`config.mk`:
```
export PLATFORM = sky130hd
export DESIGN_NAME = ps2_device_byte_transmitter
export DESIGN_NICKNAME = d
export VERILOG_FILES = /design/src/hdl/ps2tx_pkg.sv /design/src/hdl/ps2tx_core.sv /design/src/hdl/ps2_device_byte_transmitter.sv
export VERILOG_INCLUDE_DIRS = /design/src /design/src/hdl
export SDC_FILE = /design/constraint.sdc
export NUM_CORES = 1
export LEC_CHECK = 0
export ABC_AREA = 1
export BUFFER_PORTS_ARGS = -buffer_cell sky130_fd_sc_hd__buf_2
export CAP_MARGIN = 20
export CORE_MARGIN = 4
export CORE_UTILIZATION = 35
export DETAILED_ROUTE_END_ITERATION = 8
export PLACE_DENSITY = 0.55
export SLEW_MARGIN = 25
export SYNTH_ARGS = -nofsm -noshare
export SYNTH_HDL_FRONTEND = slang
export SYNTH_SLANG_ARGS = --single-unit
```
`constraint.sdc`:
```
create_clock -name clk -period 4.4 [get_ports clk]
set_input_delay 0.66 -clock clk [delete_from_list [all_inputs] [get_ports clk]]
set_output_delay 0.66 -clock clk [all_outputs]
set_load 0.005 [all_outputs]
```
`src/hdl/ps2_device_byte_transmitter_assert.svh`:
```
// Assertion macros for the PS/2 device byte transmitter.
// No dependencies; included by the modules that carry checks.
`ifndef PS2_DEVICE_BYTE_TRANSMITTER_ASSERT_SVH
`define PS2_DEVICE_BYTE_TRANSMITTER_ASSERT_SVH

`ifndef SYNTHESIS
`define PS2TX_ASSERT(lbl, clk, rst_n, prop) \
	lbl: assert property (@(posedge clk) disable iff (!rst_n) (prop)) \
		else $error("ps2tx assertion failed");
`define PS2TX_ASSERT_IMPL(lbl, clk, rst_n, ante, cons) \
	lbl: assert property (@(posedge clk) disable iff (!rst_n) (ante) |-> (cons)) \
		else $error("ps2tx implication failed");
`define PS2TX_ASSERT_NEXT(lbl, clk, rst_n, ante, cons) \
	lbl: assert property (@(posedge clk) disable iff (!rst_n) (ante) |=> (cons)) \
		else $error("ps2tx sequence failed");
`else
`define PS2TX_ASSERT(lbl, clk, rst_n, prop)
`define PS2TX_ASSERT_IMPL(lbl, clk, rst_n, ante, cons)
`define PS2TX_ASSERT_NEXT(lbl, clk, rst_n, ante, cons)
`endif

`endif

```
`src/hdl/ps2tx_pkg.sv`:
```
// Shared types and constants for the PS/2 device byte transmitter.
// No dependencies.
package ps2tx_pkg;

	typedef enum logic [2:0] {
		PH_IDLE  = 3'd0,
		PH_BEGIN = 3'd1,
		PH_LOW   = 3'd2,
		PH_HIGH  = 3'd3,
		PH_GAP   = 3'd4
	} phase_t;

	localparam logic [3:0] STOP_POS = 4'd10;

	localparam logic [1:0] REG_HALF_BIT = 2'd0;
	localparam logic [1:0] REG_GAP      = 2'd1;
	localparam logic [1:0] REG_RETRY    = 2'd2;

	localparam logic [7:0]  HALF_BIT_RESET = 8'd30;
	localparam logic [15:0] GAP_RESET      = 16'd10000;
	localparam logic [7:0]  RETRY_RESET    = 8'd250;

	typedef struct packed {
		logic [7:0]  half_bit_ticks;
		logic [15:0] gap_ticks;
		logic [7:0]  retry_limit;
	} cfg_t;

	typedef struct packed {
		logic clock_pull_low;
		logic data_pull_low;
		logic busy_res;
		logic done_res;
		logic gave_up;
	} res_t;

endpackage

```
`src/hdl/ps2tx_core.sv`:
```
// Frame sequencer: per-tick line drive and send state.
// Depends on ps2tx_pkg and ps2_device_byte_transmitter_assert.svh.
`include "ps2_device_byte_transmitter_assert.svh"

module ps2tx_core #(
	parameter int COUNTER_BITS = 16
) (
	input  logic              clk,
	input  logic              arst_n,
	input  logic              en,
	input  logic              start_req,
	input  logic [7:0]        tx_byte,
	input  logic              clock_line,
	input  logic              data_line,
	input  ps2tx_pkg::cfg_t   cfg,
	output ps2tx_pkg::res_t   res
);
	import ps2tx_pkg::*;

	localparam int GW = (COUNTER_BITS > 16) ? COUNTER_BITS : 16;
	localparam logic [GW-1:0] CMAX = GW'((64'd1 << COUNTER_BITS) - 64'd1);

	phase_t                  phase_q, phase_n;
	logic [3:0]              bit_q, bit_n;
	logic [7:0]              held_q, held_n;
	logic [COUNTER_BITS-1:0] tick_q, tick_n;
	logic [7:0]              att_q, att_n;

	logic [COUNTER_BITS-1:0] half_c, gap_c;
	logic [GW-1:0]           gap_w;
	logic [7:0]              half_eff;
	logic [7:0]              att_inc;
	logic                    give_up;
	logic [3:0]              bit_inc;
	logic                    cur_bit;

	function automatic logic frame_bit(input logic [3:0] pos, input logic [7:0] byte_v);
		logic r;
		if (pos == 4'd0)
			r = 1'b0;
		else if (pos <= 4'd8)
			r = byte_v[3'(pos - 4'd1)];
		else if (pos == 4'd9)
			r = ~(^byte_v);
		else
			r = 1'b1;
		return r;
	endfunction

	always_comb begin
		half_eff = (cfg.half_bit_ticks == 8'd0) ? 8'd1 : cfg.half_bit_ticks;
		half_c   = COUNTER_BITS'(half_eff);
		gap_w    = GW'(cfg.gap_ticks);
		gap_c    = (gap_w > CMAX) ? COUNTER_BITS'(CMAX) : COUNTER_BITS'(gap_w);
		att_inc  = att_q + 8'd1;
		give_up  = (att_inc >= cfg.retry_limit);
		bit_inc  = bit_q + 4'd1;
		cur_bit  = frame_bit(bit_q, held_q);
	end

	always_comb begin
		phase_n = phase_q;
		bit_n   = bit_q;
		held_n  = held_q;
		tick_n  = tick_q;
		att_n   = att_q;
		res     = '0;
		case (phase_q)
			PH_BEGIN: begin
				if (!clock_line || !data_line) begin
					att_n  = att_inc;
					tick_n = '0;
					if (give_up) begin
						phase_n      = PH_IDLE;
						res.done_res = 1'b1;
						res.gave_up  = 1'b1;
					end else begin
						phase_n      = PH_BEGIN;
						res.busy_res = 1'b1;
					end
				end else begin
					bit_n              = 4'd0;
					phase_n            = PH_LOW;
					tick_n             = COUNTER_BITS'(1);
					res.clock_pull_low = 1'b1;
					res.data_pull_low  = 1'b1;
					res.busy_res       = 1'b1;
				end
			end
			PH_LOW: begin
				res.data_pull_low = ~cur_bit;
				res.busy_res      = 1'b1;
				if (tick_q >= half_c) begin
					phase_n = PH_HIGH;
					tick_n  = COUNTER_BITS'(1);
				end else begin
					tick_n             = tick_q + COUNTER_BITS'(1);
					res.clock_pull_low = 1'b1;
				end
			end
			PH_HIGH: begin
				if (tick_q < half_c) begin
					tick_n            = tick_q + COUNTER_BITS'(1);
					res.data_pull_low = ~cur_bit;
					res.busy_res      = 1'b1;
				end else if (bit_q >= STOP_POS) begin
					if (gap_c == '0) begin
						phase_n      = PH_IDLE;
						tick_n       = '0;
						res.done_res = 1'b1;
					end else begin
						phase_n      = PH_GAP;
						tick_n       = COUNTER_BITS'(1);
						res.busy_res = 1'b1;
					end
				end else if (!clock_line) begin
					// host inhibit between pulses: abort this attempt
					att_n  = att_inc;
					tick_n = '0;
					if (give_up) begin
						phase_n      = PH_IDLE;
						res.done_res = 1'b1;
						res.gave_up  = 1'b1;
					end else begin
						phase_n      = PH_BEGIN;
						res.busy_res = 1'b1;
					end
				end else begin
					bit_n              = bit_inc;
					phase_n            = PH_LOW;
					tick_n             = COUNTER_BITS'(1);
					res.clock_pull_low = 1'b1;
					res.data_pull_low  = ~frame_bit(bit_inc, held_q);
					res.busy_res       = 1'b1;
				end
			end
			PH_GAP: begin
				if (tick_q >= gap_c) begin
					phase_n      = PH_IDLE;
					tick_n       = '0;
					res.done_res = 1'b1;
				end else begin
					tick_n       = tick_q + COUNTER_BITS'(1);
					res.busy_res = 1'b1;
				end
			end
			default: begin
				phase_n = PH_IDLE;
				if (start_req) begin
					held_n       = tx_byte;
					att_n        = 8'd0;
					bit_n        = 4'd0;
					tick_n       = '0;
					phase_n      = PH_BEGIN;
					res.busy_res = 1'b1;
				end
			end
		endcase
	end

	always_ff @(posedge clk or negedge arst_n) begin
		if (!arst_n) begin
			phase_q <= PH_IDLE;
			bit_q   <= 4'd0;
			held_q  <= 8'd0;
			tick_q  <= '0;
			att_q   <= 8'd0;
		end else if (en) begin
			phase_q <= phase_n;
			bit_q   <= bit_n;
			held_q  <= held_n;
			tick_q  <= tick_n;
			att_q   <= att_n;
		end
	end

	`PS2TX_ASSERT_IMPL(a_gave_up_with_done, clk, arst_n, res.gave_up, res.done_res)
	`PS2TX_ASSERT_IMPL(a_done_not_busy, clk, arst_n, res.done_res, !res.busy_res && !res.clock_pull_low)
	`PS2TX_ASSERT(a_bit_in_frame, clk, arst_n, bit_q <= STOP_POS)
	`PS2TX_ASSERT_NEXT(a_start_to_begin, clk, arst_n, en && phase_q == PH_IDLE && start_req, phase_q == PH_BEGIN && held_q == $past(tx_byte))

endmodule

```
`src/hdl/ps2_device_byte_transmitter.sv`:
```
// Top level of the PS/2 device byte transmitter: APB registers and handshake.
// Depends on ps2tx_pkg and ps2tx_core.

// Device-side PS/2 byte sender. Feed one item per line-timing tick with the
// sampled clock and data levels; each item yields exactly one result that
// holds the line drive for that tick plus busy, done and gave-up status. The
// block takes one item every cycle: the sequencer state and the result are
// computed in a single pass and the result sits in one output register, so
// a result appears the cycle after its item and the input stalls only while
// that register is full and stalled. Registers: half_bit_ticks at 0x0,
// gap_ticks at 0x4, retry_limit at 0x8; write them only while idle.
module ps2_device_byte_transmitter #(
	parameter int COUNTER_BITS = 16
) (
	input  logic        clk,
	input  logic        arst_n,
	input  logic        item_valid,
	output logic        item_stall,
	input  logic        start_req,
	input  logic [7:0]  tx_byte,
	input  logic        clock_line,
	input  logic        data_line,
	output logic        res_valid,
	input  logic        res_stall,
	output logic        clock_pull_low,
	output logic        data_pull_low,
	output logic        busy_res,
	output logic        done_res,
	output logic        gave_up,
	input  logic        psel,
	input  logic        penable,
	input  logic        pwrite,
	input  logic [3:0]  paddr,
	input  logic [31:0] pwdata,
	output logic [31:0] prdata,
	output logic        pready
);
	import ps2tx_pkg::*;

	cfg_t       cfg_q;
	res_t       res_c;
	res_t       res_q;
	logic       accept;
	logic       wr_en;
	logic [1:0] reg_idx;

	assign pready  = 1'b1;
	assign reg_idx = paddr[3:2];
	assign wr_en   = psel && penable && pwrite;

	always_ff @(posedge clk or negedge arst_n) begin
		if (!arst_n) begin
			cfg_q.half_bit_ticks <= HALF_BIT_RESET;
			cfg_q.gap_ticks      <= GAP_RESET;
			cfg_q.retry_limit    <= RETRY_RESET;
		end else if (wr_en) begin
			case (reg_idx)
				REG_HALF_BIT: cfg_q.half_bit_ticks <= pwdata[7:0];
				REG_GAP:      cfg_q.gap_ticks      <= pwdata[15:0];
				REG_RETRY:    cfg_q.retry_limit    <= pwdata[7:0];
				default:      ;
			endcase
		end
	end

	always_comb begin
		case (reg_idx)
			REG_HALF_BIT: prdata = {24'd0, cfg_q.half_bit_ticks};
			REG_GAP:      prdata = {16'd0, cfg_q.gap_ticks};
			REG_RETRY:    prdata = {24'd0, cfg_q.retry_limit};
			default:      prdata = 32'd0;
		endcase
	end

	// a waiting result only blocks the input while it is itself stalled
	assign item_stall = res_valid && res_stall;
	assign accept     = item_valid && !item_stall;

	ps2tx_core #(
		.COUNTER_BITS(COUNTER_BITS)
	) u_core (
		.clk        (clk),
		.arst_n     (arst_n),
		.en         (accept),
		.start_req  (start_req),
		.tx_byte    (tx_byte),
		.clock_line (clock_line),
		.data_line  (data_line),
		.cfg        (cfg_q),
		.res        (res_c)
	);

	always_ff @(posedge clk or negedge arst_n) begin
		if (!arst_n) begin
			res_valid <= 1'b0;
		end else if (accept) begin
			res_valid <= 1'b1;
		end else if (!res_stall) begin
			res_valid <= 1'b0;
		end
	end

	always_ff @(posedge clk) begin
		if (accept) begin
			res_q <= res_c;
		end
	end

	assign clock_pull_low = res_q.clock_pull_low;
	assign data_pull_low  = res_q.data_pull_low;
	assign busy_res       = res_q.busy_res;
	assign done_res       = res_q.done_res;
	assign gave_up        = res_q.gave_up;

endmodule
```
==> metrics.yaml, run 1 <==
status: "finished clean"
h-tree-depth: 3
first_iter_violations: 203
drv_cap: 0
ios: 94
worstPathArrival_ps: 2680
die_h_um: 132
swShare_pct: 38.0
final_cell_mix: "nand2_1, inv_1, dfrtp_1, buf_2, nor2_1"
drc_errors: 0
crit_type: "reg2reg"
initial_core_util_pct: 35.6
async_reset_ff_share_pct: 93.5
design.core.area_um2: 15100
period_share_pct: 55.8
hold_buffers: 0
rows: 45
clk_latency_ps: 340
grt_max_degree: 73
cts_buffers: 9
cp-end-kind: "register"
slew_headroom_pct: 36.0
internal_power_uw: 1760
synth_area_um2: 5400
cts_root_buffer: "clkbuf_16"
synth_edf_count: 5
io_buffers: 58
max_freq_mhz: 407
place.gp.congestion: 0.848
wirelength_um: 13200
wl_per_cell_um: 13.6
ys_types: 42
antenna_found_initial: 0
p_sw_uw: 1080
antenna_left: 0
ys_ff_latch: 77
cts.repair.resized: 0
diodes: 0
critPathLaunchType: "register"
tns_ps: 0
hold_class: "in2async"
min_period_ps: 2460
gr-total-overflow: 0
setup_viol: 0
power_frac_comb_pct: 36.9
viasPerCell: 4.73
leakagePower_uw: 0.00323
cp_max_fo: 6
total_power_uw: 2840
grt_util_all_layers_pct: 15.4
pwr-share-clk_pct: 27.7
grt_pass1_wl_um: 22000
cts.sink_count: 77
r2r_start: "cfg_q[31]$_DFFE_PN0P_"
layout_commonest_cell: "nand2_1"
rsz0062_at_grt: "no"
die_width_um: 132
yosysSeqAreaShare_pct: 36.5
cts_tree: "done"
grt_pass1_vias: 4298
dieArea_um2: 17500
ys.warnings.count: 0
ys.flop_type: "dfrtp_1"
path_clk_slew_ps: 60
nNetsFinal: 871
clockBufferDepth: 2
max_slew.worst_pin.slew_ps: 957
areaGrowthSynthToFinish_pct: 13.2
vias: 4594
netlist_instances: 723
r2r_end: "u_core.att_q[1]$_DFFE_PN0P_"
power_frac_seq_pct: 35.4
dr.pass1.iters: 5
ir_drop_uv: 196
dp_hpwl_um: 10200
post_cts_buffers: 0
layout-drive-gt1-share_pct: 14.5
rrSetupSlack_ps: 1940
worst_r2r_path_depth: 18
clock_skew_ps: 8.77
hold_violations: 0
avgSynthCellArea_um2: 7.46
pwr_density_cell_nw_per_um2: 464
drv_slew: 0
crit_required_ps: 4620
## per-layer routing
| metal | global-route usage (%) | vias up | part of all wire, % |
|---|---|---|---|
| met1 | 22.4 | 2083 | 50 |
| met4 | 3.46 | 0 | 1.1 |
| met3 | 3.02 | 12 | 3.7 |
| met5 | 0 | - | 0 |
| li1 | - | 2417 | - |
| met2 | 23.6 | 82 | 45 |
## worst max path at each step
stage	slack, ps	endpoint	cells past startpoint	from
floorplan	2300	busy_res$_DFFE_PP_	12	u_core.att_q[0]$_DFFE_PN0P_
global placement	1900	u_core.tick_q[6]$_DFFE_PN0P_	10	res_stall
detailed placement	1940	u_core.tick_q[6]$_DFFE_PN0P_	10	res_stall
CTS	1920	u_core.att_q[1]$_DFFE_PN0P_	18	cfg_q[31]$_DFFE_PN0P_
global route	1700	u_core.att_q[1]$_DFFE_PN0P_	18	cfg_q[31]$_DFFE_PN0P_
finish	1940	u_core.att_q[1]$_DFFE_PN0P_	18	cfg_q[31]$_DFFE_PN0P_
## state kept, by name (all words and copies together), names as in the netlist
name	cells
data_pull_low	1
clock_pull_low	1
u_core.phase_q	3
cfg_q	32
done_res	1
u_core.bit_q	4
u_core.held_q	8
u_core.tick_q	16
gave_up	1
res_valid	1
u_core.att_q	8
busy_res	1
## synth_stat cells (all sizes together), types with 2 or more instances
| library cell | instances | area, um^2 |
|---|---|---|
| nand2 | 185 | 707 |
| inv | 114 | 428 |
| o21ai | 58 | 290 |
| dfrtp | 57 | 1430 |
| nor2 | 54 | 205 |
| ha | 38 | 475 |
| nand3 | 37 | 200 |
| a21oi | 34 | 170 |
| buf | 23 | 173 |
| nand4 | 21 | 144 |
| xor2 | 17 | 149 |
| dfstp | 15 | 394 |
| nor3 | 13 | 81.3 |
| nand3b | 11 | 95.1 |
| o221ai | 7 | 61.3 |
| clkbuf | 6 | 22.5 |
| xnor2 | 6 | 52.6 |
| edfxtp | 5 | 150 |
| clkinv | 4 | 15.0 |
| mux2 | 4 | 52.6 |
| and2 | 2 | 12.5 |
| conb | 2 | 7.51 |
| nor4 | 2 | 12.5 |
| o21bai | 2 | 15.0 |
## area by class of cell
type	count	area [um^2]
Fill cell	1572	9040
Multi-Input combinational cell	514	2840
Clock buffer	11	254
Clock inverter	5	58.8
Timing Repair Buffer	59	304
Inverter	118	443
Sequential cell	77	1970
Tap cell	188	235
## worst max-delay path: stages (launching register included)
cell,delay (ps)
dfrtp_1,410
nor4_1,340
a41o_1,220
ha_1,130
inv_1,40
nand2_1,40
nand2_1,50
nand2_1,50
nand2_1,60
nand2_1,120
nand2_1,160
inv_2,120
nand2_1,130
nand2_1,110
inv_2,70
nand3_2,140
inv_2,60
nand2_1,50
nand2_1,40
## kinds of logic after synthesis
logic type,share of synthesized area (%)
and+or+nand+nor,27.2
buffers and inverters,11.8
AOI/OAI and AO/OA,10.8
DFF,36.5
adders and majority gates,8.81
xor gates and xnor gates,3.73
muxes,0.974
other,0.139
## through the flow
step | instance area [um^2] | std cells | utilization [%] | hold WS [ps] | worst slack (ps)
floorplan | 5450 | 738 | - | 364 | 2300
global placement | 5790 | 956 | 38.2 | 468 | 1900
detailed placement | 5790 | 956 | 38.2 | 475 | 1940
CTS | 6110 | 972 | 40.3 | 490 | 1920
global route | 6110 | 972 | 40.3 | 405 | 1700
finish | 6110 | 972 | 40.3 | 345 | 1940
## power groups by stage
| stage | clock, uW | sequential (uW) | combinational, uW |
|---|---|---|---|
| final | 787 | 1000 | 1050 |
| after global routing | 835 | 1020 | 1200 |
| after CTS | 806 | 1000 | 1060 |
| after detailed placement | 0 | 1010 | 1050 |
| after global placement | 0 | 1010 | 1040 |
| after floorplan | 0 | 982 | 809 |
No activity file was read; power rests on OpenSTA's default activity.
==> inputs of run 2 (changes only) <==
==> constraint.sdc (replaced) <==
create_clock -name clk -period 2.35 [get_ports clk]
set_input_delay 0.3525 -clock clk [delete_from_list [all_inputs] [get_ports clk]]
set_output_delay 0.3525 -clock clk [all_outputs]
set_load 0.005 [all_outputs]
==> run 2 against run 1 <==
Global-route usage grew 0.67 points. Critical path depth fell by 6. Die area did not move. Combinational power rose by 100%. Worst setup slack got worse by 1800 ps. Hold slack worse by 130 ps. Largest cell class unchanged. Highest routed layer unchanged.
==> metrics.yaml, run 2 (synthesis gave the netlist of run 1 again) <==
ios: 94
wl_per_cell_um: 13.7
path_clk_slew_ps: 60
wirelength_um: 13700
design.core.area_um2: 15100
path_common_cell: "nand3_2"
gr-total-overflow: 0
die_h_um: 132
dieArea_um2: 17500
die_width_um: 132
r2r_end: "busy_res$_DFFE_PP_"
hold_path_end: "res_valid$_DFFE_PN0P_"
clk_latency_ps: 350
cp_num_buf_inv: 1
nNetsFinal: 899
layout-drive-gt1-share_pct: 19.6
diodes: 0
cts_root_buffer: "clkbuf_16"
r2r_start: "u_core.att_q[0]$_DFFE_PN0P_"
io_buffers: 58
worst_r2r_path_depth: 12
critPathMaxStageDelay_ps: 380
min_period_ps: 2250
crit_type: "reg2reg"
h-tree-depth: 3
cp-end-kind: "register"
placedCellCount: 977
areaGrowthSynthToFinish_pct: 18.6
rows: 45
leakagePower_uw: 0.00337
grt_util_all_layers_pct: 16.0
top_regs: "cfg_q (32), u_core.tick_q (16)"
antenna_left: 0
setup_viol: 0
rrSetupSlack_ps: 100
critPathTopFamily: "simple AND/OR/NAND/NOR gates"
crit_required_ps: 2420
drc_errors: 0
ir_drop_uv: 489
grt_max_degree: 48
cts.sink_count: 77
cts_buffers: 9
fin_area_um2: 6400
clock_skew_ps: 9.65
period_share_pct: 95.7
drv_slew: 0
slew_headroom_pct: 65.0
critPathSlowestCell: "dfrtp_1"
initial_core_util_pct: 35.6
first_iter_violations: 219
critPathLaunchType: "register"
cts_tree: "done"
grt_pass1_wl_um: 22700
hold_class: "in2reg"
crit_chain: "ha_2 -> nand3_2 -> nand3b_1 -> xor2_2 -> inv_1 -> ha_1 -> nand2_2 -> o21a_4 -> nand3_2 -> nand3_1 -> nand2_1 -> nand4_1"
place_area_um2: 5960
pwr_density_cell_nw_per_um2: 844
grt_pass1_vias: 4475
worstPathArrival_ps: 2320
clockBufferDepth: 2
dp_hpwl_um: 10600
hold_start: "item_valid"
status: "finished clean"
top_register: "cfg_q"
finalNonFillerCells: 1000
rsz0062_at_grt: "yes"
final_cell_mix: "nand2_1, inv_1, dfrtp_1, buf_2, nor2_1"
fillers: 1586
antenna_found_initial: 0
layout_commonest_cell: "nand2_1"
drv_cap: 0
viasPerCell: 4.77
place.gp.congestion: 0.856
vias: 4774
max_freq_mhz: 445
holdPathStages: 3
cp_max_fo: 4
hold_violations: 0
dr.pass1.iters: 5
largest_reg_flops: 32
max_slew.worst_pin.slew_ps: 523
run 2: final cells by class:
type / instances / area (um^2) / share of cell area [%]
multi-input combinational: 514 / 2930 / 45.8
clock inverter: 4 / 28.8 / 0.450
tap: 188 / 235 / 3.67
clock buffer: 12 / 268 / 4.18
sequential: 77 / 1970 / 30.8
timing repair buffer: 87 / 526 / 8.21
inverter: 118 / 443 / 6.92
run 2: what timing repair did:
item | in CTS | in global routing
setup buffers | 0 | 6
hold buffers | 1 | 0
resized for setup | 1 | 19
endpoints found under the setup margin | 3 | 26
endpoints found under the hold margin | 25 | 0
pin swaps | 0 | 9
run 2: worst reg2reg max path, cell delays in order (launching register included):
cell	delay [ps]
dfrtp_1	380
ha_2	210
nand3_2	80
nand3b_1	210
xor2_2	180
inv_1	60
ha_1	280
nand2_2	60
o21a_4	220
nand3_2	70
nand3_1	60
nand2_1	70
nand4_1	110
run 2: power breakdown:
part	internal [uW]	switching, uW	leakage [uW]
Clock	811	580	0.000140
Sequential	1650	224	0.000942
Combinational	873	1270	0.00229
run 2: worst max-delay path by stage:
stage,depth (start not counted),end,from,slack [ps]
global placement,18,u_core.att_q[1]$_DFFE_PN0P_,cfg_q[31]$_DFFE_PN0P_,30
finish,12,busy_res$_DFFE_PP_,u_core.att_q[0]$_DFFE_PN0P_,100
detailed placement,18,u_core.att_q[7]$_DFFE_PN0P_,cfg_q[31]$_DFFE_PN0P_,20
global route,13,busy_res$_DFFE_PP_,u_core.att_q[0]$_DFFE_PN0P_,-60
floorplan,12,busy_res$_DFFE_PP_,u_core.att_q[0]$_DFFE_PN0P_,250
CTS,12,busy_res$_DFFE_PP_,u_core.att_q[0]$_DFFE_PN0P_,20
run 2: per-layer routing:
metal,GRT usage [%],share of wire (%)
met1,22.8,50
met2,24.2,44
met3,3.32,4.4
met4,5.83,2.3
met5,0,0
run 2: metrics by stage:
| stage | hold WS [ps] | utilization (%) | power (uW) | TNS (ps) | worst slack, ps |
|---|---|---|---|---|---|
| finish | 216 | 42.3 | 5410 | 0 | 102 |
| global route | 219 | 42.3 | 5880 | -129 | -57.7 |
| CTS | 201 | 41.4 | 5400 | 0 | 19.3 |
| detailed placement | 300 | 39.4 | 3960 | 0 | 16.9 |
| global placement | 303 | 39.4 | 3940 | 0 | 27.1 |
| floorplan | 56.9 | - | 3350 | 0 | 248 |
==> inputs of run 3 (changes only) <==
--- a/config.mk
+++ b/config.mk
@@ -13,6 +13,7 @@
 export CORE_UTILIZATION = 35
 export DETAILED_ROUTE_END_ITERATION = 8
 export PLACE_DENSITY = 0.55
+export REMOVE_ABC_BUFFERS = 1
 export SLEW_MARGIN = 25
 export SYNTH_ARGS = -nofsm -noshare
 export SYNTH_HDL_FRONTEND = slang
==> run 3 against run 2 <==
Sequential share of layout area is 0.27 points higher. Clock skew fell by 2.2 ps. Largest cell class unchanged. Fmax fell by 0.30%.
==> metrics.yaml, run 3 (synthesis gave the netlist of run 1 again) <==
io_buffers: 58
cts_buffers: 9
rrSetupSlack_ps: 100
setup_viol: 0
final_cell_mix: "nand2_1, inv_1, buf_2"
clk_latency_ps: 340
critPathMaxStageDelay_ps: 430
worstPathArrival_ps: 2340
grt_max_degree: 51
internal_power_uw: 3450
cp_num_buf_inv: 1
max_freq_mhz: 443
critPathTopFamily: "simple AND/OR/NAND/NOR gates"
hold_class: "in2reg"
ios: 94
die_width_um: 132
top_regs: "cfg_q (32), u_core.tick_q (16)"
p_sw_uw: 2040
swShare_pct: 37.1
cts.sink_count: 77
final_core_util_pct: 41.9
initial_core_util_pct: 35.6
hold_violations: 0
gr-total-overflow: 0
cp_max_fo: 5
finalNonFillerCells: 990
wirelength_um: 13300
top_register: "cfg_q"
place.gp.congestion: 0.856
vias: 4699
rows: 45
holdWs_ps: 219
crit_type: "reg2reg"
crit_required_ps: 2430
drv_slew: 0
nNetsFinal: 889
rsz0062_at_grt: "yes"
cp-end-kind: "register"
power_frac_seq_pct: 34.0
hold_path_end: "u_core.held_q[1]$_DFFE_PN0P_"
h-tree-depth: 3
die_h_um: 132
slew_headroom_pct: 65.2
first_iter_violations: 226
areaGrowthSynthToFinish_pct: 17.7
dp_hpwl_um: 10400
placedCellCount: 970
pwr-share-clk_pct: 27.6
drv_cap: 0
status: "finished clean"
worst_r2r_path_depth: 13
drc_errors: 0
min_period_ps: 2250
dieArea_um2: 17500
cts_tree: "done"
hold_start: "tx_byte[1]"
r2r_start: "u_core.att_q[0]$_DFFE_PN0P_"
antenna_left: 0
clockBufferDepth: 2
holdPathStages: 2
design.core.area_um2: 15100
grt_pass1_vias: 4419
critPathLaunchType: "register"
grt_pass1_wl_um: 22100
grt_util_all_layers_pct: 15.5
ir_drop_uv: 560
power_frac_comb_pct: 38.4
layout-drive-gt1-share_pct: 18.3
crit_chain: "ha_2 -> nand3_2 -> nand3b_1 -> xor2_1 -> inv_1 -> ha_1 -> nand2_1 -> nor2_1 -> nand2_2 -> nand3_2 -> nand3_1 -> nand2_1 -> nand4_1"
diodes: 0
r2r_end: "busy_res$_DFFE_PP_"
leakagePower_uw: 0.00334
max_slew.worst_pin.slew_ps: 522
dr.pass1.iters: 5
largest_reg_flops: 32
viasPerCell: 4.75
wl_per_cell_um: 13.4
clock_skew_ps: 7.41
antenna_found_initial: 0
layout_commonest_cell: "nand2_1"
path_clk_slew_ps: 60
total_power_uw: 5490
cts_root_buffer: "clkbuf_16"
period_share_pct: 96.0
pwr_density_cell_nw_per_um2: 864
critPathSlowestCell: "dfrtp_1"
==> run 3: per-layer routing <==
metal  track usage, %  part of all wire (%)  vias up
met1             21.3                    50     2127
met3             4.24                   4.9       10
met5                0                     0        -
met2             24.8                    45      108
met4             2.77                  0.74        0
li1                 -                     -     2454
==> run 3: cell type report <==
type | instances | area (um^2)
Fill cell | 1595 | 8790
Multi-Input combinational cell | 514 | 2920
Sequential cell | 77 | 1970
Timing Repair Buffer | 77 | 450
Inverter | 118 | 445
Clock buffer | 11 | 243
Tap cell | 188 | 235
Clock inverter | 5 | 82.6
==> run 3: how the worst max path moves through the flow <==
stage / start / to / depth (start not counted)
floorplan: u_core.phase_q[0]$_DFFE_PN0P_ / u_core.tick_q[2]$_DFFE_PN0P_ / 8
global placement: u_core.att_q[0]$_DFFE_PN0P_ / busy_res$_DFFE_PP_ / 12
detailed placement: u_core.att_q[0]$_DFFE_PN0P_ / busy_res$_DFFE_PP_ / 12
CTS: u_core.att_q[0]$_DFFE_PN0P_ / busy_res$_DFFE_PP_ / 12
global route: u_core.att_q[0]$_DFFE_PN0P_ / busy_res$_DFFE_PP_ / 13
finish: u_core.att_q[0]$_DFFE_PN0P_ / busy_res$_DFFE_PP_ / 13
==> run 3: power groups by stage <==
stage / clock [uW] / combinational [uW] / sequential, uW
finish: 1520 / 2110 / 1860
global route: 1620 / 2430 / 1900
CTS: 1560 / 2080 / 1860
detailed placement: 0 / 2070 / 1880
global placement: 0 / 2050 / 1870
floorplan: 0 / 1480 / 1840
==> run 3: repair_timing <==
item,4_1_cts,5_1_grt
endpoints found under the hold margin,22,0
setup endpoints to repair,0,23
hold buffers,1,0
setup buffers,0,3
gates resized for setup,0,20
==> run 3: worst reg2reg max path: stages (launching register included) <==
cell and delay (ps):
dfrtp_1 430, ha_2 220, nand3_2 70, nand3b_1 180, xor2_1 180, inv_1 70, ha_1 260, nand2_1 70
nor2_1 130, nand2_2 100, nand3_2 90, nand3_1 70, nand2_1 60, nand4_1 90
==> run 3: per-stage QoR <==
step                      setup TNS [ps]  area [um^2]  setup slack (ps)
after detailed placement               0         5910              69.8
after global routing                -105         6350             -58.1
final                                  0         6350              95.1
after CTS                              0         6250              70.2
after floorplan                        0         5260               106
after global placement                 0         5910              92.5
